File: config.mk
export PLATFORM = sky130hd
export DESIGN_NAME = text_command_to_control_bytes_top
export DESIGN_NICKNAME = d
export VERILOG_FILES = /design/src/rtl/tcc_pkg.sv /design/src/rtl/tcc_front.sv /design/src/rtl/tcc_cmd_fifo.sv /design/src/rtl/tcc_back.sv /design/src/rtl/text_command_to_control_bytes_top.sv
export SDC_FILE = /design/constraint.sdc
export NUM_CORES = 1
export LEC_CHECK = 0
export ABC_CLOCK_PERIOD_IN_PS = 3900
export BUFFER_PORTS_ARGS = -buffer_cell sky130_fd_sc_hd__buf_2
export CAP_MARGIN = 10
export CORE_MARGIN = 2
export CORE_UTILIZATION = 40
export DETAILED_ROUTE_END_ITERATION = 6
export SETUP_SLACK_MARGIN = 0.1
export SLEW_MARGIN = 20
export SYNTH_ARGS = -nofsm -noshare
export SYNTH_HDL_FRONTEND = slang
export SYNTH_SLANG_ARGS = --single-unit
File: constraint.sdc
create_clock -name aclk -period 3.9 [get_ports aclk]
set_input_delay 0.39 -clock aclk [delete_from_list [all_inputs] [get_ports aclk]]
set_output_delay 0.39 -clock aclk [all_outputs]
set_load 0.05 [all_outputs]
File: src/rtl/tcc_pkg.sv
// Shared types and constants for the text command to control byte converter.
package tcc_pkg;

    localparam int CHAR_W = 8;
    localparam int BYTE_W = 8;

    localparam logic [CHAR_W-1:0] CH_T     = 8'h74;
    localparam logic [CHAR_W-1:0] CH_R     = 8'h72;
    localparam logic [CHAR_W-1:0] CH_V     = 8'h76;
    localparam logic [CHAR_W-1:0] CH_S_LO  = 8'h73;
    localparam logic [CHAR_W-1:0] CH_W     = 8'h77;
    localparam logic [CHAR_W-1:0] CH_Q     = 8'h71;
    localparam logic [CHAR_W-1:0] CH_S_UP  = 8'h53;
    localparam logic [CHAR_W-1:0] CH_C_UP  = 8'h43;
    localparam logic [CHAR_W-1:0] CH_C_LO  = 8'h63;
    localparam logic [CHAR_W-1:0] CH_SPACE = 8'h20;
    localparam logic [CHAR_W-1:0] CH_LF    = 8'h0A;
    localparam logic [CHAR_W-1:0] CH_CR    = 8'h0D;
    localparam logic [CHAR_W-1:0] CH_NUL   = 8'h00;
    localparam logic [CHAR_W-1:0] CH_ZERO  = 8'h30;
    localparam logic [CHAR_W-1:0] CH_NINE  = 8'h39;

    localparam logic [BYTE_W-1:0] RV_STOP_BYTE    = 8'h00;
    localparam logic [BYTE_W-1:0] RV_REVERSE_BYTE = 8'd15;
    localparam logic [BYTE_W-1:0] RV_RESUME_BYTE  = 8'd14;
    localparam logic [BYTE_W-1:0] SW_SOLENOID_OFF = 8'd32;

    localparam logic CFG_STRAIGHT_CODE = 1'b0;
    localparam logic CFG_CURVED_CODE   = 1'b1;

    localparam logic KIND_CONTROL = 1'b0;
    localparam logic KIND_QUIT    = 1'b1;

    typedef enum logic [2:0] {
        CMD_NONE = 3'd0,
        CMD_TR   = 3'd1,
        CMD_RV   = 3'd2,
        CMD_SW   = 3'd3,
        CMD_QUIT = 3'd4
    } cmd_kind_t;

    typedef enum logic [1:0] {
        PH_FIRST  = 2'd0,
        PH_SECOND = 2'd1,
        PH_DONE   = 2'd2
    } field_phase_t;

    // num_a: first number; num_b: speed for tr, direction code for sw
    typedef struct packed {
        cmd_kind_t         kind;
        logic [BYTE_W-1:0] num_a;
        logic [BYTE_W-1:0] num_b;
    } cmd_rec_t;

    localparam int REC_W = $bits(cmd_rec_t);

endpackage

File: src/rtl/tcc_front.sv
// Line parser: accepts characters and queues one command record per completed line that holds a command.
module tcc_front import tcc_pkg::*; (
    input  logic              aclk,
    input  logic              aresetn,
    input  logic              char_valid,
    output logic              char_ready,
    input  logic [CHAR_W-1:0] char_in,
    input  logic [BYTE_W-1:0] straight_code,
    input  logic [BYTE_W-1:0] curved_code,
    input  logic              q_full,
    output logic              q_push,
    output cmd_rec_t          q_rec
);

    logic [1:0]        line_pos_reg, line_pos_next;
    logic [CHAR_W-1:0] first_char_reg, first_char_next;
    logic [CHAR_W-1:0] second_char_reg, second_char_next;
    cmd_kind_t         kind_reg, kind_next;
    field_phase_t      phase_reg, phase_next;
    logic [BYTE_W-1:0] num_one_reg, num_one_next;
    logic [BYTE_W-1:0] num_two_reg, num_two_next;
    logic [CHAR_W-1:0] dir_char_reg, dir_char_next;

    logic              accept;
    logic              is_eol;
    logic              is_digit;
    logic [BYTE_W-1:0] add_one;
    logic [BYTE_W-1:0] add_two;
    logic [BYTE_W-1:0] dir_code;

    assign char_ready = !q_full;
    assign accept     = char_valid && char_ready;
    assign is_eol     = (char_in == CH_CR) || (char_in == CH_LF);
    assign is_digit   = (char_in >= CH_ZERO) && (char_in <= CH_NINE);
    assign add_one    = (num_one_reg << 3) + (num_one_reg << 1) + {4'd0, char_in[3:0]};
    assign add_two    = (num_two_reg << 3) + (num_two_reg << 1) + {4'd0, char_in[3:0]};

    always_comb begin
        dir_code = '0;
        if ((dir_char_reg == CH_S_UP) || (dir_char_reg == CH_S_LO)) begin
            dir_code = straight_code;
        end
        if ((dir_char_reg == CH_C_UP) || (dir_char_reg == CH_C_LO)) begin
            dir_code = curved_code;
        end
    end

    assign q_push      = accept && is_eol && (kind_reg != CMD_NONE);
    assign q_rec.kind  = kind_reg;
    assign q_rec.num_a = num_one_reg;
    assign q_rec.num_b = (kind_reg == CMD_SW) ? dir_code : num_two_reg;

    always_comb begin
        line_pos_next    = line_pos_reg;
        first_char_next  = first_char_reg;
        second_char_next = second_char_reg;
        kind_next        = kind_reg;
        phase_next       = phase_reg;
        num_one_next     = num_one_reg;
        num_two_next     = num_two_reg;
        dir_char_next    = dir_char_reg;
        if (accept && (char_in != CH_NUL)) begin
            if (is_eol) begin
                line_pos_next    = '0;
                first_char_next  = '0;
                second_char_next = '0;
                kind_next        = CMD_NONE;
                phase_next       = PH_FIRST;
                num_one_next     = '0;
                num_two_next     = '0;
                dir_char_next    = '0;
            end else begin
                case (line_pos_reg)
                    2'd0: begin
                        first_char_next = char_in;
                        if (char_in == CH_Q) begin
                            kind_next = CMD_QUIT;
                        end
                        line_pos_next = 2'd1;
                    end
                    2'd1: begin
                        second_char_next = char_in;
                        line_pos_next    = 2'd2;
                    end
                    2'd2: begin
                        if (char_in == CH_SPACE) begin
                            if (first_char_reg == CH_T && second_char_reg == CH_R) begin
                                kind_next = CMD_TR;
                            end else if (first_char_reg == CH_R && second_char_reg == CH_V) begin
                                kind_next = CMD_RV;
                            end else if (first_char_reg == CH_S_LO
                                         && second_char_reg == CH_W) begin
                                kind_next = CMD_SW;
                            end
                        end
                        line_pos_next = 2'd3;
                    end
                    default: begin
                        case (kind_reg)
                            CMD_TR: begin
                                if (phase_reg == PH_FIRST) begin
                                    if (is_digit) num_one_next = add_one;
                                    else phase_next = PH_SECOND;
                                end else if (phase_reg == PH_SECOND) begin
                                    if (is_digit) num_two_next = add_two;
                                    else phase_next = PH_DONE;
                                end
                            end
                            CMD_RV: begin
                                if (phase_reg == PH_FIRST) begin
                                    if (is_digit) num_one_next = add_one;
                                    else phase_next = PH_DONE;
                                end
                            end
                            CMD_SW: begin
                                if (phase_reg == PH_FIRST) begin
                                    if (is_digit) num_one_next = add_one;
                                    else phase_next = PH_SECOND;
                                end else if (phase_reg == PH_SECOND) begin
                                    dir_char_next = char_in;
                                    phase_next    = PH_DONE;
                                end
                            end
                            default: begin
                            end
                        endcase
                    end
                endcase
            end
        end
    end

    always_ff @(posedge aclk) begin
        if (!aresetn) begin
            line_pos_reg    <= '0;
            first_char_reg  <= '0;
            second_char_reg <= '0;
            kind_reg        <= CMD_NONE;
            phase_reg       <= PH_FIRST;
            num_one_reg     <= '0;
            num_two_reg     <= '0;
            dir_char_reg    <= '0;
        end else begin
            line_pos_reg    <= line_pos_next;
            first_char_reg  <= first_char_next;
            second_char_reg <= second_char_next;
            kind_reg        <= kind_next;
            phase_reg       <= phase_next;
            num_one_reg     <= num_one_next;
            num_two_reg     <= num_two_next;
            dir_char_reg    <= dir_char_next;
        end
    end

    a_phase_after_header: assert property (@(posedge aclk) disable iff (!aresetn)
        (line_pos_reg != 2'd3) |-> (phase_reg == PH_FIRST))
        else $error("field phase advanced before command header");

    a_kind_from_header: assert property (@(posedge aclk) disable iff (!aresetn)
        ((kind_reg == CMD_TR) || (kind_reg == CMD_RV) || (kind_reg == CMD_SW))
        |-> (line_pos_reg == 2'd3))
        else $error("command recognized before third character");

endmodule

File: src/rtl/tcc_cmd_fifo.sv
// Short command record queue between the parser and the byte sequencer.
module tcc_cmd_fifo import tcc_pkg::*; #(
    parameter int DEPTH = 4
) (
    input  logic     aclk,
    input  logic     aresetn,
    input  logic     push,
    input  cmd_rec_t push_rec,
    output logic     full,
    input  logic     pop,
    output logic     not_empty,
    output cmd_rec_t head_rec
);

    localparam int AW = (DEPTH > 1) ? $clog2(DEPTH) : 1;
    localparam int CW = $clog2(DEPTH + 1);
    localparam logic [AW-1:0] LAST_PTR = AW'(DEPTH - 1);
    localparam logic [CW-1:0] FULL_CNT = CW'(DEPTH);

    cmd_rec_t          mem_reg [DEPTH];
    logic [AW-1:0]     wr_ptr_reg, wr_ptr_next;
    logic [AW-1:0]     rd_ptr_reg, rd_ptr_next;
    logic [CW-1:0]     count_reg, count_next;
    logic              do_push;
    logic              do_pop;

    assign full      = (count_reg == FULL_CNT);
    assign not_empty = (count_reg != '0);
    assign head_rec  = mem_reg[rd_ptr_reg];
    assign do_push   = push && !full;
    assign do_pop    = pop && not_empty;

    always_comb begin
        wr_ptr_next = wr_ptr_reg;
        rd_ptr_next = rd_ptr_reg;
        count_next  = count_reg;
        if (do_push) begin
            wr_ptr_next = (wr_ptr_reg == LAST_PTR) ? '0 : wr_ptr_reg + 1'b1;
        end
        if (do_pop) begin
            rd_ptr_next = (rd_ptr_reg == LAST_PTR) ? '0 : rd_ptr_reg + 1'b1;
        end
        if (do_push && !do_pop) begin
            count_next = count_reg + 1'b1;
        end else if (do_pop && !do_push) begin
            count_next = count_reg - 1'b1;
        end
    end

    always_ff @(posedge aclk) begin
        if (do_push) begin
            mem_reg[wr_ptr_reg] <= push_rec;
        end
    end

    always_ff @(posedge aclk) begin
        if (!aresetn) begin
            wr_ptr_reg <= '0;
            rd_ptr_reg <= '0;
            count_reg  <= '0;
        end else begin
            wr_ptr_reg <= wr_ptr_next;
            rd_ptr_reg <= rd_ptr_next;
            count_reg  <= count_next;
        end
    end

    a_no_overflow: assert property (@(posedge aclk) disable iff (!aresetn)
        push |-> !full)
        else $error("record pushed into full queue");

    a_count_bound: assert property (@(posedge aclk) disable iff (!aresetn)
        count_reg <= FULL_CNT)
        else $error("queue count out of range");

endmodule

File: src/rtl/tcc_back.sv
// Byte sequencer: expands queued command records into output words.
module tcc_back import tcc_pkg::*; (
    input  logic              aclk,
    input  logic              aresetn,
    input  logic              q_valid,
    input  cmd_rec_t          q_rec,
    output logic              q_pop,
    output logic              m_tvalid,
    input  logic              m_tready,
    output logic [BYTE_W-1:0] m_tdata,
    output logic              m_tuser,
    output logic              m_tlast
);

    cmd_rec_t          cur_reg, cur_next;
    logic              busy_reg, busy_next;
    logic [2:0]        idx_reg, idx_next;
    logic              out_valid_reg, out_valid_next;
    logic [BYTE_W-1:0] out_byte_reg, out_byte_next;
    logic              out_kind_reg, out_kind_next;
    logic              out_last_reg, out_last_next;

    cmd_rec_t          src;
    logic [2:0]        idx;
    logic              advance;
    logic              have_item;
    logic [BYTE_W-1:0] gen_byte;
    logic              gen_kind;
    logic              gen_last;

    assign src       = busy_reg ? cur_reg : q_rec;
    assign idx       = busy_reg ? idx_reg : 3'd0;
    assign advance   = !out_valid_reg || m_tready;
    assign have_item = busy_reg || q_valid;

    always_comb begin
        gen_byte = '0;
        gen_kind = KIND_CONTROL;
        gen_last = 1'b0;
        case (src.kind)
            CMD_TR: begin
                gen_byte = (idx == 3'd0) ? src.num_b : src.num_a;
                gen_last = (idx == 3'd1);
            end
            CMD_RV: begin
                case (idx)
                    3'd0:    gen_byte = RV_STOP_BYTE;
                    3'd2:    gen_byte = RV_REVERSE_BYTE;
                    3'd4:    gen_byte = RV_RESUME_BYTE;
                    default: gen_byte = src.num_a;
                endcase
                gen_last = (idx == 3'd5);
            end
            CMD_SW: begin
                case (idx)
                    3'd0:    gen_byte = src.num_b;
                    3'd1:    gen_byte = src.num_a;
                    default: gen_byte = SW_SOLENOID_OFF;
                endcase
                gen_last = (idx == 3'd2);
            end
            CMD_QUIT: begin
                gen_kind = KIND_QUIT;
                gen_last = 1'b1;
            end
            default: begin
                gen_last = 1'b1;
            end
        endcase
    end

    always_comb begin
        cur_next       = cur_reg;
        busy_next      = busy_reg;
        idx_next       = idx_reg;
        out_valid_next = out_valid_reg;
        out_byte_next  = out_byte_reg;
        out_kind_next  = out_kind_reg;
        out_last_next  = out_last_reg;
        q_pop          = 1'b0;
        if (advance) begin
            out_valid_next = have_item;
            if (have_item) begin
                out_byte_next = gen_byte;
                out_kind_next = gen_kind;
                out_last_next = gen_last;
                if (!busy_reg) begin
                    q_pop = 1'b1;
                    if (!gen_last) begin
                        cur_next  = q_rec;
                        busy_next = 1'b1;
                        idx_next  = 3'd1;
                    end
                end else if (gen_last) begin
                    busy_next = 1'b0;
                end else begin
                    idx_next = idx_reg + 3'd1;
                end
            end
        end
    end

    always_ff @(posedge aclk) begin
        cur_reg      <= cur_next;
        out_byte_reg <= out_byte_next;
        out_kind_reg <= out_kind_next;
        out_last_reg <= out_last_next;
    end

    always_ff @(posedge aclk) begin
        if (!aresetn) begin
            busy_reg      <= 1'b0;
            idx_reg       <= '0;
            out_valid_reg <= 1'b0;
        end else begin
            busy_reg      <= busy_next;
            idx_reg       <= idx_next;
            out_valid_reg <= out_valid_next;
        end
    end

    assign m_tvalid = out_valid_reg;
    assign m_tdata  = out_byte_reg;
    assign m_tuser  = out_kind_reg;
    assign m_tlast  = out_last_reg;

    a_busy_multi_item: assert property (@(posedge aclk) disable iff (!aresetn)
        busy_reg |-> ((cur_reg.kind == CMD_TR) || (cur_reg.kind == CMD_RV)
                      || (cur_reg.kind == CMD_SW)))
        else $error("sequencer busy on single-word command");

    a_idx_bound: assert property (@(posedge aclk) disable iff (!aresetn)
        busy_reg |-> ((idx_reg >= 3'd1) && (idx_reg <= 3'd5)))
        else $error("sequence index out of range");

    a_quit_is_last: assert property (@(posedge aclk) disable iff (!aresetn)
        (out_valid_reg && out_kind_reg) |-> (out_last_reg && (out_byte_reg == '0)))
        else $error("quit word not a lone zero word");

    a_no_pop_while_busy: assert property (@(posedge aclk) disable iff (!aresetn)
        busy_reg |-> !q_pop)
        else $error("queue popped during a sequence");

endmodule

File: src/rtl/text_command_to_control_bytes_top.sv
// Top level of the text command to control byte converter.
//
//  channel   dir  handshake            payload
//  s_        in   s_tvalid/s_tready    s_tdata[7:0] = char_in
//  m_        out  m_tvalid/m_tready    m_tdata[7:0] = out_byte, m_tuser = item_kind,
//                                      m_tlast = last_of_run
//  cfg_      in   cfg_wr_en            cfg_addr 0 straight_code, 1 curved_code
//
// One character per cycle while s_tready is high. A line's record is queued at its end;
// its words, up to six, then leave one per cycle while m_tready is high.
// s_tready drops only while the record queue (FIFO_DEPTH lines) is full.
// Output stalls back up into the queue; the parser keeps running until it fills.
// Synchronous active-low reset clears line state, queue and output valid, and presets the codes.
module text_command_to_control_bytes_top import tcc_pkg::*; #(
    parameter int FIFO_DEPTH = 4
) (
    input  logic              aclk,
    input  logic              aresetn,
    input  logic              s_tvalid,
    output logic              s_tready,
    input  logic [CHAR_W-1:0] s_tdata,     // [7:0] char_in
    output logic              m_tvalid,
    input  logic              m_tready,
    output logic [BYTE_W-1:0] m_tdata,     // [7:0] out_byte
    output logic              m_tuser,     // [0] item_kind
    output logic              m_tlast,
    input  logic              cfg_wr_en,
    input  logic              cfg_addr,
    input  logic [BYTE_W-1:0] cfg_wdata
);

    logic [BYTE_W-1:0] straight_code_reg;
    logic [BYTE_W-1:0] curved_code_reg;

    logic     q_full;
    logic     q_push;
    logic     q_pop;
    logic     q_valid;
    cmd_rec_t push_rec;
    cmd_rec_t head_rec;

    always_ff @(posedge aclk) begin
        if (!aresetn) begin
            straight_code_reg <= 8'd33;
            curved_code_reg   <= 8'd34;
        end else if (cfg_wr_en) begin
            case (cfg_addr)
                CFG_STRAIGHT_CODE: straight_code_reg <= cfg_wdata;
                CFG_CURVED_CODE:   curved_code_reg   <= cfg_wdata;
                default: begin
                end
            endcase
        end
    end

    tcc_front u_front (
        .aclk          (aclk),
        .aresetn       (aresetn),
        .char_valid    (s_tvalid),
        .char_ready    (s_tready),
        .char_in       (s_tdata),
        .straight_code (straight_code_reg),
        .curved_code   (curved_code_reg),
        .q_full        (q_full),
        .q_push        (q_push),
        .q_rec         (push_rec)
    );

    tcc_cmd_fifo #(
        .DEPTH (FIFO_DEPTH)
    ) u_fifo (
        .aclk      (aclk),
        .aresetn   (aresetn),
        .push      (q_push),
        .push_rec  (push_rec),
        .full      (q_full),
        .pop       (q_pop),
        .not_empty (q_valid),
        .head_rec  (head_rec)
    );

    tcc_back u_back (
        .aclk     (aclk),
        .aresetn  (aresetn),
        .q_valid  (q_valid),
        .q_rec    (head_rec),
        .q_pop    (q_pop),
        .m_tvalid (m_tvalid),
        .m_tready (m_tready),
        .m_tdata  (m_tdata),
        .m_tuser  (m_tuser),
        .m_tlast  (m_tlast)
    );

endmodule
== Yosys cells after proc, flatten, opt, wreduce, memory -nomap -nowiden ==
Memories as Yosys holds them, arrays and structs flattened. A register that Yosys moved wholly into a read port is not among the register bits.
Cells that the tools add are included.
Widths: inputs -> output; s select.

* Bits in writable memories: 76
* Word-level logic and storage cells: 195
* Register bits after elaboration: 104
* Bits of input ports: 22
* Output and inout port bits: 12
* Memories kept: 1

{| class="wikitable"
|+ Memory list
! memory !! words !! bits a word !! read ports !! clocked after memory_dff !! wr ports !! line !! RTL
|-
| u_fifo.mem_reg || 4 || 19 || 1 || 1 || 1 || tcc_cmd_fifo.sv:20 || <nowiki>cmd_rec_t mem_reg [DEPTH];</nowiki>
|}

* Eq/ne operators: 39
* Bitwise gates (word level): 3
* Reduce and logical (&&, ||, !) cells: 54
* Muxes and demuxes: 65
* Order comparisons: 2
* Add/subtract/negate cells: 9

{| class="wikitable"
|+ Operators by type and width
! cell !! number
|-
| $mux 8 || 24
|-
| $eq 8x7->1 const B || 11
|-
| $pmux 8 s3 || 2
|-
| $mux 3 || 12
|-
| $mux 2 || 14
|-
| $mux 19 || 1
|-
| $reduce_bool 2->1 || 9
|-
| $add 8x4->8 || 2
|-
| $add 8x8->8 || 2
|-
| $eq 8x4->1 const B || 2
|-
| $pmux 8 s2 || 1
|-
| $eq 3x2->1 const B || 5
|-
| $reduce_and 5->1 || 3
|-
| $eq 3x3->1 const B || 4
|-
| $logic_and 1x1->1 || 12
|-
| $pmux 2 s3 || 2
|-
| $reduce_and 2->1 || 6
|-
| $reduce_and 6->1 || 2
|-
| $eq 3x1->1 const B || 3
|-
| $ne 3x1->1 const B || 3
|-
| $reduce_bool 3->1 || 3
|-
| $eq 8x6->1 const B || 1
|-
| $ge 8x6->1 const B || 1
|-
| $le 8x6->1 const B || 1
|-
| 22 further kinds || 46
|}

== Logic depth before layout (Yosys ltp) ==
Gate-level depths: netlist of run 1.

* Depth after elaboration: 10
* Mapped depth: 11
* Depth with buffers taken out: 9

== Cells and area by module ==
From an unflattened synthesis of run 1, not the netlist that was laid out.

* Cell total of the unflattened synthesis: 675
* Area, all modules: 8356.8 µm²

{| class="wikitable"
|+ By module, submodules not included
! module !! cells an instance !! area each (µm²) !! times used !! sequential area each (µm²)
|-
| tcc_cmd_fifo || 150 || 3266.9 || 1 || 2462.4
|-
| tcc_front || 337 || 2851.5 || 1 || 920.9
|-
| tcc_back || 122 || 1616.6 || 1 || 970.9
|-
| text_command_to_control_bytes_top || 66 || 621.8 || 1 || 320.3
|}

== Worst setup path before layout of run 1 ==
No wires, ideal clock.

* Path type: input to register
* Start point: input port s_tdata[0]
* End point: register u_fifo.count_reg[2]
* Stages on the path: 11
* Library setup time: 0.076 ns
* Arrival time: 2.835 ns
* Path buffers: 2
* Path slack: 0.989 ns
* Data required time: 3.824 ns
* Path through: clkbuf_1 -> nor3b_1 -> o211ai_1 -> buf_2 -> nor3_2 -> ha_1 -> inv_1 -> fa_1 -> xor2_1 -> or3_1 -> a21boi_0

* Longest elaborated chain between the ends: 8
* Elaborated cells on any way between the ends: 11
* Classes of those cells: eq/ne (2); mux (1); reduce/logical (8)

{| class="wikitable"
|+ RTL lines
! element !! line !! RTL
|-
| from (decl) || text_command_to_control_bytes_top.sv:21 || <nowiki>input logic [CHAR_W-1:0] s_tdata,</nowiki>
|-
| $eq 8x4->1 || tcc_front.sv:33 || <nowiki>assign is_eol = (char_in == CH_CR) || (char_in == CH_LF);</nowiki>
|-
| $logic_or 1x1->1 (*) || tcc_front.sv:33 ||
|-
| $logic_and 1x1->1 (*) (2 in a row) || tcc_front.sv:48 || <nowiki>assign q_push = accept && is_eol && (kind_reg != CMD_NONE);</nowiki>
|-
| $logic_and 1x1->1 (*) || tcc_cmd_fifo.sv:30 || <nowiki>assign do_push = push && !full;</nowiki>
|-
| net u_fifo.do_push || tcc_cmd_fifo.sv:24 || <nowiki>logic do_push;</nowiki>
|-
| $logic_not 1->1 || tcc_cmd_fifo.sv:45 || <nowiki>end else if (do_pop && !do_push) begin</nowiki>
|-
| $logic_and 1x1->1 || tcc_cmd_fifo.sv:45 ||
|-
| $reduce_bool 2->1 (no source line) || n/a ||
|-
| to (signal assigned) || tcc_cmd_fifo.sv:64 || <nowiki>count_reg <= count_next;</nowiki>
|-
| to (decl) || tcc_cmd_fifo.sv:23 || <nowiki>logic [CW-1:0] count_reg, count_next;</nowiki>
|}

Mark *: on every way through the listed nets, which the timed path passes. The rest lies on a longest branch.
A chain may end at the register's enable or synchronous reset.

== Final worst setup path of run 1 ==
* Start point: input port s_tdata[5]
* End point: register u_fifo.count_reg[2]

The elaborated chain is that of the path after synthesis.

==> insert_results.sql, run 1 <==
INSERT INTO impl_metrics (metric_group, metric, value, unit) VALUES
('run_status', 'outcome', 'finished clean', ''),
('sta', 'fin_skew', '0.0116', 'ns'),
('clock_network', 'post_cts_hold_buffer_count', '0', ''),
('clock_network', 'cts-htree-levels', '4', ''),
('critical_path', 'setup.worst_path.class', 'primary input to register', ''),
('critical_path', 'crit_arrival', '3.00', 'ns'),
('sta', 'worst_slew_margin_rel', '0.488', ''),
('critical_path', 'critical-path-max-stage-delay', '0.43', 'ns'),
('sta', 'finalWorstPathRequiredPeriod', '2.65', 'ns'),
('sta', 'worst_slack', '1.25', 'ns'),
('yosys', 'synth.distinct_cells', '67', ''),
('floorplanning', 'die_y', '149', 'um'),
('clock_network', 'worstSkewPairLatency', '0.42', 'ns'),
('clock_network', 'post_cts.repair.setup_buffers', '0', ''),
('sta', 'slew_violations', '0', ''),
('global_routing', 'antenna_found_initial', '0', ''),
('route', 'route.detailed.vias_per_inst', '5.32', ''),
('power_and_ir_drop', 'post-layout-total-power', '4910', 'uW'),
('floorplanning', 'pin_count', '34', ''),
('layout', 'insertedDiodeCount', '0', ''),
('placed_design', 'dp.cells', '973', ''),
('global_routing', 'grt_pass1_wl', '27000', 'um'),
('sta', 'worst_hold_slack', '0.201', 'ns'),
('clock_network', 'clk_pin_slew_worst_paths', '0.07', 'ns'),
('run', 'timing.max_cap.violations', '0', ''),
('power_and_ir_drop', 'leakagePower', '0.00355', 'uW'),
('route', 'route.detailed.wl_per_inst', '16.5', 'um'),
('global_routing', 'grt_max_degree', '51', ''),
('yosys', 'async_set_reset_flop_share_out_of_synthesis', '0', ''),
('floorplanning', 'fp.dieW', '149', 'um'),
('yosys', 'mappedNetlistNets', '746', ''),
('yosys', 'synthesis.area', '8440', 'um2'),
('floorplanning', 'dieArea', '22300', 'um2'),
('floorplanning', 'coreArea', '20900', 'um2'),
('clock_network', 'cts_tree', 'yes', ''),
('route', 'wl', '16600', 'um'),
('placed_design', 'placement.io_buffers', '33', ''),
('critical_path', 'cp_max_fo', '7', ''),
('sta', 'final_hold_violation_count', '0', ''),
('clock_network', 'cts.sinks', '181', ''),
('route', 'vias_post_dr', '5347', ''),
('yosys', 'seq_area_frac_synth', '0.554', ''),
('route', 'route.antenna.remaining_nets', '0', ''),
('clock_network', 'clock_tree.buffer_depth', '2', ''),
('sta', 'fin_setup_tns', '0', 'ns'),
('sta', 'finalCritPeriodShare', '0.680', ''),
('global_routing', 'first_global_vias', '5388', ''),
('clock_network', 'numCtsBuffers', '17', ''),
('sta', 'setup-violations-final', '0', ''),
('layout', 'finalNonFillerCells', '1005', ''),
('layout', 'most_common_cell_after_layout_fill_and_taps_aside', 'sky130_fd_sc_hd__edfxtp_1', ''),
('critical_path', 'worst_setup_path_end_kind', 'register', ''),
('layout', 'final_layout_size_suffix_gt1_frac', '0.162', ''),
('global_routing', 'grt-ovfl-total', '0', ''),
('layout', 'design.final.nets', '775', ''),
('layout', 'area_growth_syn_to_layout', '11.9', '%'),
('yosys', 'yosys_warnings', '0', ''),
('layout', 'largest_reg_flops', '76', ''),
('sta', 'worst_pin_slew', '0.766', 'ns'),
('layout', 'nFillCells', '1924', ''),
('min_path', 'hold_removal_path_class', 'primary input to register', ''),
('sta', 'grt_setup_unrepaired', 'no', ''),
('critical_path', 'cp_cell_sequence', 'buf_2 > nor4_4 > o211ai_1 > nor3_2 > ha_1 > inv_1 > fa_1 > xor2_1 > or3_1 > a21boi_0', ''),
('layout', 'highest_count_cells_in_the_layout_ignoring_fill_and_taps', 'sky130_fd_sc_hd__edfxtp_1, sky130_fd_sc_hd__dfxtp_1, sky130_fd_sc_hd__nand2_1', ''),
('floorplanning', 'starting_utilization_of_the_core_area', '0.404', ''),
('power_and_ir_drop', 'power-per-cell-area', '520', 'nW/um2'),
('placed_design', 'place_worst_setup_slack', '0.785', 'ns'),
('yosys', 'synth.ff_latch_count', '181', ''),
('yosys', 'synthFlopType', 'sky130_fd_sc_hd__edfxtp_1', ''),
('route', 'topRoutingLayerUsed', 'met4', ''),
('clock_network', 'cts.repair.resized', '0', '');
## critical path, delay by kind of cell
kind,cells,cell delay (ns)
and+or+nand+nor,3,1.13
AOI/OAI and AO/OA,2,0.39
xor gates and xnor gates,1,0.18
adders and majority gates,2,0.69
buffers and inverters,2,0.21
## cells by family (layout without fill, tap and decap cells)
family | count (synthesis) | after routing | synth area share
AOI/OAI and AO/OA | 121 | 121 | 0.104
muxes | 71 | 71 | 0.109
adders and majority gates | 36 | 36 | 0.0578
DFF | 181 | 181 | 0.554
and+or+nand+nor | 215 | 215 | 0.135
xor gates and xnor gates | 16 | 16 | 0.0166
buffers and inverters | 48 | 90 | 0.0239
## layout make-up
type | instances | share of cell area
multi-input cells | 459 | 0.378
repair buffers | 46 | 0.0278
well taps | 275 | 0.0364
clock buffers | 20 | 0.0473
inverters | 12 | 0.00477
clock inverters | 12 | 0.0111
flip-flops and latches | 181 | 0.495
## where the power goes
| part | leakage (uW) | switching (uW) | internal [uW] |
|---|---|---|---|
| Combinational | 0.00164 | 688 | 374 |
| Sequential | 0.00163 | 73.1 | 2190 |
| Clock | 0.000272 | 691 | 896 |
| Total | 0.00355 | 1450 | 3460 |
## stage by stage
| step | util | instance area, um2 |
|---|---|---|
| 2_1_floorplan | - | 8440 |
| 3_3_place_gp | 0.426 | 8890 |
| 3_5_place_dp | 0.426 | 8890 |
| 4_1_cts | 0.452 | 9440 |
| 5_1_grt | 0.452 | 9440 |
| 6_report | 0.452 | 9440 |
## path summary, 6_finish.rpt
check,startpoint,endpoint,slack [ns],cells past startpoint
max,s_tdata[5],u_fifo.count_reg[2],1.25,10
min,cfg_wdata[5],curved_code_reg[5],0.20,3
max reg2reg,u_fifo.count_reg[0],u_fifo.count_reg[2],1.30,9
min reg2reg,straight_code_reg[4],straight_code_reg[4],0.46,2
## metal layers
layer | track usage | vias up
met2 | 0.265 | 111
met1 | 0.196 | 2597
met5 | 0 | -
met4 | 0.0462 | 0
met3 | 0.0376 | 18
li1 | - | 2621
## Yosys cell counts (all sizes together) (2+ instances only)
| cell | n | area, um2 |
|---|---|---|
| a31o | 3 | 26.3 |
| dfxtp | 76 | 1520 |
| nor4 | 4 | 40.0 |
| nor2 | 27 | 101 |
| nor2b | 23 | 144 |
| o221ai | 4 | 35.0 |
| or3 | 7 | 48.8 |
| o31ai | 10 | 75.1 |
| or3b | 3 | 28.8 |
| nand2b | 9 | 56.3 |
| o211a | 2 | 20.0 |
| clkbuf | 26 | 97.6 |
| a21o | 7 | 52.6 |
| a21oi | 26 | 141 |
| nor4b | 2 | 17.5 |
| fa | 5 | 100 |
| mux2 | 5 | 56.3 |
| a31oi | 2 | 12.5 |
| nand2 | 67 | 251 |
| edfxtp | 105 | 3150 |
| nand3 | 22 | 110 |
| xor2 | 5 | 43.8 |
| nor3 | 13 | 81.3 |
| nor3b | 2 | 15.0 |
| o21ai | 20 | 119 |
| inv | 11 | 41.3 |
| and2 | 8 | 50.1 |
| o22ai | 4 | 25.0 |
| xnor2 | 11 | 96.3 |
| o221a | 2 | 22.5 |
| nor4bb | 2 | 20.0 |
| mux2i | 50 | 500 |
| nand4 | 15 | 93.8 |
| nand3b | 7 | 52.6 |
| a21boi | 30 | 236 |
| mux4 | 16 | 360 |
| buf | 10 | 58.8 |
| ha | 31 | 388 |
(Power assumes the default switching activity.)
==> inputs of run 2 (changes only) <==
- ABC_AREA: default -> 1
- ABC_CLOCK_PERIOD_IN_PS: 3900 -> 2600
- clock period: 3.9 -> 2.6 ns (I/O delays scaled with it)
==> run 2 against run 1 <==
Against the previous run:
- worst setup slack got worse by 0.85 ns
- worst hold slack got worse by 0.14 ns
- count of clock-buffer cells in the layout increased by 1
- combinational power increased by 110%
- via count increased by 16%
- critical path depth increased by 1
- critical path type is now register to register
- largest power group unchanged
==> insert_results.sql, run 2 <==
INSERT INTO impl_metrics (metric_group, metric, value, unit) VALUES
('clock_network', 'post_cts.repair.setup_buffers', '0', ''),
('critical_path', 'worst_setup_path_end_kind', 'register', ''),
('route', 'wl', '17900', 'um'),
('critical_path', 'start_kind', 'register', ''),
('route', 'route.detailed.wl_per_inst', '14.2', 'um'),
('sta', 'highest_clock_rate', '454', 'MHz'),
('floorplanning', 'starting_utilization_of_the_core_area', '0.405', ''),
('route', 'detail_route.drc_violations', '0', ''),
('global_routing', 'grt_max_degree', '55', ''),
('route', 'detailedRoute.firstPassIterationCount', '4', ''),
('sta', 'grt_setup_unrepaired', 'no', ''),
('sta', 'fin_skew', '0.0185', 'ns'),
('layout', 'stdcell_area', '9590', 'um2'),
('route', 'route.antenna.remaining_nets', '0', ''),
('placed_design', 'dp.cells', '1222', ''),
('yosys', 'synthTopCellsByCount', 'sky130_fd_sc_hd__nand2_1, sky130_fd_sc_hd__edfxtp_1, sky130_fd_sc_hd__nor2_1', ''),
('global_routing', 'grt_pass1_wl', '29600', 'um'),
('clock_network', 'clk_pin_slew_worst_paths', '0.07', 'ns'),
('yosys', 'yosys_warnings', '0', ''),
('power_and_ir_drop', 'p_seq_frac', '0.437', ''),
('power_and_ir_drop', 'cell_internal_pwr', '5590', 'uW'),
('placed_design', 'placement.io_buffers', '33', ''),
('layout', 'post-route-util', '0.458', ''),
('placed_design', 'place.gp.congestion', '0.828', ''),
('yosys', 'async_set_reset_flop_share_out_of_synthesis', '0', ''),
('clock_network', 'clock_tree.buffer_depth', '2', ''),
('power_and_ir_drop', 'clock_power_share', '0.302', ''),
('floorplanning', 'fp.dieW', '150', 'um'),
('min_path', 'hold_removal_path_class', 'primary input to register', ''),
('clock_network', 'cts_root_buffer', 'sky130_fd_sc_hd__clkbuf_16', ''),
('power_and_ir_drop', 'sw_frac_of_total', '0.340', ''),
('clock_network', 'numCtsBuffers', '17', ''),
('clock_network', 'cts.sinks', '181', ''),
('power_and_ir_drop', 'power.net_switching', '2880', 'uW'),
('sta', 'finalCritPeriodShare', '0.848', ''),
('layout', 'finalNonFillerCells', '1254', ''),
('yosys', 'synthMostInstantiatedCell', 'sky130_fd_sc_hd__nand2_1', ''),
('critical_path', 'setup.worst_path.class', 'register to register', ''),
('clock_network', 'cts-htree-levels', '4', ''),
('yosys', 'synth-edff-count', '105', ''),
('yosys', 'yosysTopAreaCell', 'sky130_fd_sc_hd__edfxtp_1', ''),
('power_and_ir_drop', 'irDropWorstVdd', '0.518', 'mV'),
('run', 'timing.max_cap.violations', '0', ''),
('route', 'route.detailed.vias_per_inst', '4.94', ''),
('clock_network', 'post_cts_hold_buffer_count', '0', ''),
('sta', 'setup-violations-final', '0', ''),
('sta', 'worst_pin_slew', '0.854', 'ns'),
('placed_design', 'dp_hpwl', '12500', 'um'),
('route', 'vias_post_dr', '6200', ''),
('floorplanning', 'die_y', '150', 'um'),
('global_routing', 'antenna_found_initial', '0', ''),
('global_routing', 'grt-ovfl-total', '0', ''),
('route', 'drtIter0Drc', '309', ''),
('layout', 'insertedDiodeCount', '0', ''),
('sta', 'finalWorstPathRequiredPeriod', '2.20', 'ns'),
('critical_path', 'data_required_time_of_the_worst_path', '2.94', 'ns'),
('yosys', 'synth_top_area_frac', '0.371', ''),
('placed_design', 'dpl-instance-area', '9000', 'um2'),
('floorplanning', 'dieArea', '22400', 'um2'),
('global_routing', 'first_global_vias', '5979', ''),
('layout', 'final_layout_size_suffix_gt1_frac', '0.131', ''),
('sta', 'worst_slew_margin_rel', '0.430', ''),
('layout', 'design.final.nets', '1024', ''),
('layout', 'most_common_cell_after_layout_fill_and_taps_aside', 'sky130_fd_sc_hd__nand2_1', ''),
('clock_network', 'worstSkewPairLatency', '0.43', 'ns'),
('layout', 'highest_count_cells_in_the_layout_ignoring_fill_and_taps', 'sky130_fd_sc_hd__nand2_1, sky130_fd_sc_hd__edfxtp_1, sky130_fd_sc_hd__nor2_1', ''),
('power_and_ir_drop', 'power.combinational.fraction', '0.260', ''),
('run_status', 'outcome', 'finished clean', ''),
('yosys', 'synthFlopType', 'sky130_fd_sc_hd__edfxtp_1', ''),
('critical_path', 'crit_arrival', '2.54', 'ns'),
('floorplanning', 'rows', '53', ''),
('sta', 'fin_setup_tns', '0', 'ns'),
('critical_path', 'cp_max_fo', '7', ''),
('yosys', 'synth.ff_latch_count', '181', ''),
('yosys', 'synth.distinct_cells', '45', ''),
('yosys', 'seq_area_frac_synth', '0.550', ''),
('global_routing', 'track_usage', '0.168', ''),
('sta', 'slew_violations', '0', ''),
('layout', 'nFillCells', '2022', ''),
('yosys', 'syn_avg_cell_area', '9.17', 'um2'),
('clock_network', 'cts_tree', 'yes', ''),
('yosys', 'mappedNetlistNets', '985', ''),
('layout', 'area_growth_syn_to_layout', '12.9', '%'),
('floorplanning', 'coreArea', '21000', 'um2'),
('yosys', 'synthesis.area', '8500', 'um2'),
('power_and_ir_drop', 'leakagePower', '0.00396', 'uW'),
('yosys', 'synthTopCellsByArea', 'sky130_fd_sc_hd__edfxtp_1, sky130_fd_sc_hd__dfxtp_1, sky130_fd_sc_hd__nand2_1', ''),
('yosys', 'synth_cells', '927', ''),
('layout', 'largest_reg_flops', '76', ''),
('sta', 'final_hold_violation_count', '0', ''),
('floorplanning', 'pin_count', '34', ''),
('power_and_ir_drop', 'power-per-cell-area', '883', 'nW/um2');
-- run 2: metal layers --
metal / global-route usage / vias up / part of all wire
li1: - / 3223 / -
met1: 0.222 / 2882 / 0.49
met2: 0.287 / 87 / 0.48
met3: 0.0335 / 8 / 0.028
met4: 0.0401 / 0 / 0.0068
met5: 0 / - / 0
-- run 2: critical path: stages, from the launching register on --
cell and delay [ns]:
sky130_fd_sc_hd__dfxtp_1 0.48, sky130_fd_sc_hd__ha_1 0.30, sky130_fd_sc_hd__ha_1 0.23, sky130_fd_sc_hd__fa_1 0.39, sky130_fd_sc_hd__nand2_1 0.07, sky130_fd_sc_hd__inv_1 0.04, sky130_fd_sc_hd__o21ai_0 0.14, sky130_fd_sc_hd__nand2_1 0.08
sky130_fd_sc_hd__xor2_1 0.14, sky130_fd_sc_hd__nor2_1 0.08, sky130_fd_sc_hd__nand2_1 0.05, sky130_fd_sc_hd__a21oi_1 0.12
-- run 2: layout make-up --
| type | count | area, um2 | share of cell area |
|---|---|---|---|
| clock inverter | 11 | 100 | 0.0104 |
| sequential | 181 | 4680 | 0.487 |
| multi-input combinational | 609 | 3270 | 0.341 |
| clock buffer | 21 | 493 | 0.0514 |
| tap | 275 | 344 | 0.0359 |
| inverter | 105 | 399 | 0.0416 |
| timing repair buffer | 52 | 308 | 0.0321 |
-- run 2: power by group through the flow --
stage | sequential, uW | clock [uW] | combinational, uW
3_5_place_dp | 3760 | 0 | 2220
4_1_cts | 3710 | 2610 | 2230
2_1_floorplan | 4040 | 0 | 1390
5_1_grt | 3750 | 2730 | 2490
3_3_place_gp | 3760 | 0 | 2210
6_report | 3710 | 2560 | 2210
-- run 2: worst paths after layout --
| kind | slack (ns) | cells past startpoint | endpoint | startpoint |
|---|---|---|---|---|
| setup / recovery | 0.40 | 11 | u_front.num_one_reg[6] | u_front.num_one_reg[1] |
| hold / removal | 0.07 | 3 | straight_code_reg[5] | cfg_wdata[5] |
| setup reg to reg | 0.40 | 11 | u_front.num_one_reg[6] | u_front.num_one_reg[1] |
| hold reg to reg | 0.46 | 2 | curved_code_reg[0] | curved_code_reg[0] |
-- run 2: metrics by stage --
stage / worst slack, ns / power, uW / hold WS, ns
floorplan: 0.0748 / 5430 / 0.390
global placement: 0.361 / 5960 / 0.441
detailed placement: 0.327 / 5980 / 0.448
CTS: 0.343 / 8550 / 0.0602
global route: 0.110 / 8960 / 0.0916
finish: 0.396 / 8470 / 0.0658
-- run 2: kinds of logic after synthesis --
family,share of synthesized area
AND/OR/NAND/NOR,0.184
AO/OA/AOI/OAI,0.138
XOR/XNOR,0.00515
buffers and inverters,0.0646
flip-flops,0.550
adder cells (fa/ha/maj),0.0574
-- run 2: repair_timing --
item                       CTS  global route
hold endpoints to repair     0             0
gates resized for setup      0             2
setup endpoints to repair    0             1
==> inputs of run 3 (changes only) <==
- ABC_AREA: 1 -> 0
- ABC_CLOCK_PERIOD_IN_PS: 2600 -> 1800
- clock period: 2.6 -> 1.8 ns (I/O delays scaled with it)
==> run 3 against run 2 <==
Against the previous run:
- the flow now finishes with violations (setup timing)
- routed wire length increased by 13%
- sequential power increased by 36%
- power increased by 54%
- fmax increased by 0.65%
- die area decreased by 0.64%
- cell area increased by 21%
- global-route usage increased by 1.6 points
- via count decreased by 3.6%
- critical path depth decreased by 3
- largest cell class unchanged
==> insert_results.sql, run 3 (same netlist as run 1, synthesis figures left out) <==
INSERT INTO impl_metrics (metric_group, metric, value, unit) VALUES
('run_status', 'outcome', 'finished with violations', ''),
('run_status', 'failed_checks', 'setup timing', ''),
('floorplanning', 'die_y', '149', 'um'),
('global_routing', 'grt_pass1_wl', '31700', 'um'),
('sta', 'fin_skew', '0.0105', 'ns'),
('clock_network', 'clock_tree.buffer_depth', '2', ''),
('layout', 'post-route-util', '0.557', ''),
('placed_design', 'place.gp.congestion', '0.839', ''),
('global_routing', 'first_global_vias', '6142', ''),
('route', 'route.antenna.remaining_nets', '0', ''),
('clock_network', 'cts_root_buffer', 'sky130_fd_sc_hd__clkbuf_16', ''),
('sta', 'worst_slew_margin_rel', '0.539', ''),
('layout', 'area_growth_syn_to_layout', '37.9', '%'),
('route', 'route.detailed.wl_per_inst', '17.6', 'um'),
('layout', 'multi_input_area', '4110', 'um2'),
('sta', 'grt_setup_unrepaired', 'yes', ''),
('critical_path', 'data_required_time_of_the_worst_path', '2.16', 'ns'),
('sta', 'worst_pin_slew', '0.691', 'ns'),
('critical_path', 'start_kind', 'register', ''),
('placed_design', 'dpl-instance-area', '10000', 'um2'),
('layout', 'largest_reg_flops', '76', ''),
('layout', 'most_common_cell_after_layout_fill_and_taps_aside', 'sky130_fd_sc_hd__edfxtp_1', ''),
('placed_design', 'dp_hpwl', '13100', 'um'),
('layout', 'final_layout_size_suffix_gt1_frac', '0.395', ''),
('layout', 'highest_count_cells_in_the_layout_ignoring_fill_and_taps', 'sky130_fd_sc_hd__edfxtp_1, sky130_fd_sc_hd__buf_4, sky130_fd_sc_hd__nand2_1', ''),
('global_routing', 'track_usage', '0.185', ''),
('route', 'route.detailed.vias_per_inst', '5.23', ''),
('route', 'wl', '20200', 'um'),
('critical_path', 'worst_setup_path_end_kind', 'register', ''),
('clock_network', 'cts-htree-levels', '4', ''),
('power_and_ir_drop', 'power.combinational.fraction', '0.307', ''),
('clock_network', 'cts_tree', 'yes', ''),
('floorplanning', 'fp.dieW', '149', 'um'),
('clock_network', 'worstSkewPairLatency', '0.43', 'ns'),
('power_and_ir_drop', 'irDropWorstVdd', '0.614', 'mV'),
('global_routing', 'grt-ovfl-total', '0', ''),
('floorplanning', 'coreArea', '20900', 'um2'),
('critical_path', 'cp_cell_sequence', 'fa_1 > ha_1 > a21o_1 > a21oi_2 > o21ai_2 > xnor2_1 > or3_1 > a21oi_2', ''),
('critical_path', 'cp_slowest_cell', 'sky130_fd_sc_hd__fa_1', ''),
('route', 'detailedRoute.firstPassIterationCount', '4', ''),
('sta', 'slew_violations', '0', ''),
('layout', 'design.final.nets', '913', ''),
('power_and_ir_drop', 'p_seq_frac', '0.387', ''),
('power_and_ir_drop', 'power-per-cell-area', '1120', 'nW/um2'),
('placed_design', 'placement.io_buffers', '33', ''),
('clock_network', 'clk_pin_slew_worst_paths', '0.07', 'ns'),
('floorplanning', 'starting_utilization_of_the_core_area', '0.404', ''),
('power_and_ir_drop', 'leakagePower', '0.00458', 'uW'),
('critical_path', 'critical-path-max-stage-delay', '0.56', 'ns'),
('layout', 'layout.area.seq', '4700', 'um2'),
('critical_path', 'crit_arrival', '2.55', 'ns'),
('global_routing', 'antenna_found_initial', '0', ''),
('critical_path', 'critical-path-top-cell-by-count', 'sky130_fd_sc_hd__a21oi_2', ''),
('sta', 'finalCritPeriodShare', '1.22', ''),
('layout', 'insertedDiodeCount', '0', ''),
('power_and_ir_drop', 'clock_power_share', '0.306', ''),
('clock_network', 'cts.sinks', '181', ''),
('sta', 'finalWorstPathRequiredPeriod', '2.19', 'ns'),
('route', 'drtIter0Drc', '391', ''),
('sta', 'setup-violations-final', '61', ''),
('power_and_ir_drop', 'cell_internal_pwr', '9080', 'uW'),
('run', 'timing.max_cap.violations', '0', ''),
('floorplanning', 'rows', '53', ''),
('critical_path', 'setup.worst_path.class', 'register to register', ''),
('critical_path', 'largest_delay_share_family_worst_path', 'adder cells', ''),
('floorplanning', 'dieArea', '22300', 'um2'),
('floorplanning', 'pin_count', '34', ''),
('critical_path', 'worstPathBufferInverterCount', '0', ''),
('global_routing', 'grt_max_degree', '32', ''),
('layout', 'stdcell_area', '11600', 'um2'),
('sta', 'fin_setup_tns', '-10.26', 'ns'),
('route', 'detail_route.drc_violations', '0', ''),
('clock_network', 'numCtsBuffers', '17', ''),
('power_and_ir_drop', 'sw_frac_of_total', '0.305', ''),
('sta', 'worst_slack', '-0.390', 'ns'),
('layout', 'nFillCells', '1706', ''),
('power_and_ir_drop', 'power.net_switching', '3980', 'uW'),
('sta', 'highest_clock_rate', '457', 'MHz'),
('critical_path', 'cp_max_fo', '2', ''),
('sta', 'final_hold_violation_count', '0', ''),
('min_path', 'hold_removal_path_class', 'primary input to register', ''),
('sta', 'worst_hold_slack', '0.0136', 'ns'),
('route', 'vias_post_dr', '5974', '');
==> run 3: cell count changes in the layout (fill, tap and decap cells not counted), moves of 13 or more <==
cell,before,now
sky130_fd_sc_hd__nand2_1,167,64
sky130_fd_sc_hd__inv_1,95,10
sky130_fd_sc_hd__o21ai_0,95,6
sky130_fd_sc_hd__mux4_2,0,16
sky130_fd_sc_hd__buf_4,19,94
sky130_fd_sc_hd__nand3_1,31,15
sky130_fd_sc_hd__nor2_1,97,21
sky130_fd_sc_hd__a21oi_1,73,14
sky130_fd_sc_hd__buf_12,0,14
sky130_fd_sc_hd__mux2i_1,0,47
sky130_fd_sc_hd__nor2b_1,0,22
sky130_fd_sc_hd__o22ai_1,22,3
sky130_fd_sc_hd__a21boi_0,0,13
sky130_fd_sc_hd__buf_6,0,26
==> run 3: cell type report <==
| cell class | instances | area share |
|---|---|---|
| Inverter | 12 | 0.00409 |
| Clock inverter | 14 | 0.0171 |
| Clock buffer | 18 | 0.0369 |
| Sequential cell | 181 | 0.404 |
| Tap cell | 275 | 0.0296 |
| Timing Repair Buffer | 183 | 0.155 |
| Multi-Input combinational cell | 460 | 0.353 |
==> run 3: worst register-to-register path: cells and delay by family (launching register included) <==
| kind | cells | cell delay [ns] |
|---|---|---|
| compound gates | 4 | 0.53 |
| flops | 1 | 0.33 |
| simple gates | 1 | 0.33 |
| fa+ha+maj | 2 | 0.80 |
| xor+xnor | 1 | 0.12 |
==> run 3: path summary, 6_finish.rpt <==
check / slack [ns] / startpoint / to / cells past startpoint
min: 0.01 / cfg_wdata[7] / straight_code_reg[7] / 3
max reg2reg: -0.39 / u_front.num_one_reg[2] / u_front.num_one_reg[7] / 8
min reg2reg: 0.46 / straight_code_reg[1] / straight_code_reg[1] / 2
max: -0.39 / u_front.num_one_reg[2] / u_front.num_one_reg[7] / 8
==> run 3: routing by layer <==
layer	part of all wire	GRT usage	up-vias
met3	0.030	0.0388	19
met2	0.52	0.324	83
li1	-	-	2905
met4	0.011	0.0467	0
met5	0	0	-
met1	0.44	0.232	2967
==> run 3: through the flow <==
stage               setup WS, ns  total power [uW]  std cells
detailed placement        -0.488              8850       1069
finish                    -0.390             13100       1143
global placement          -0.428              8750       1069
CTS                       -0.374             12800       1129
floorplan                 -0.565              6950        688
global route              -0.500             13600       1143
==> run 3: repair_timing <==
action	4_1_cts	5_1_grt
setup endpoints to repair	160	170
pin swaps	31	34
endpoints found under the hold margin	6	0
buffers inserted	19	13
hold buffers	4	0
gates resized for setup	78	41
gates cloned	7	7
==> run 3: power by group through the flow <==
stage | sequential [uW] | clock [uW] | combinational, uW
CTS | 5050 | 4050 | 3710
finish | 5050 | 4000 | 4010
detailed placement | 5190 | 0 | 3650
global route | 5100 | 4240 | 4290
global placement | 5180 | 0 | 3570
floorplan | 5400 | 0 | 1550
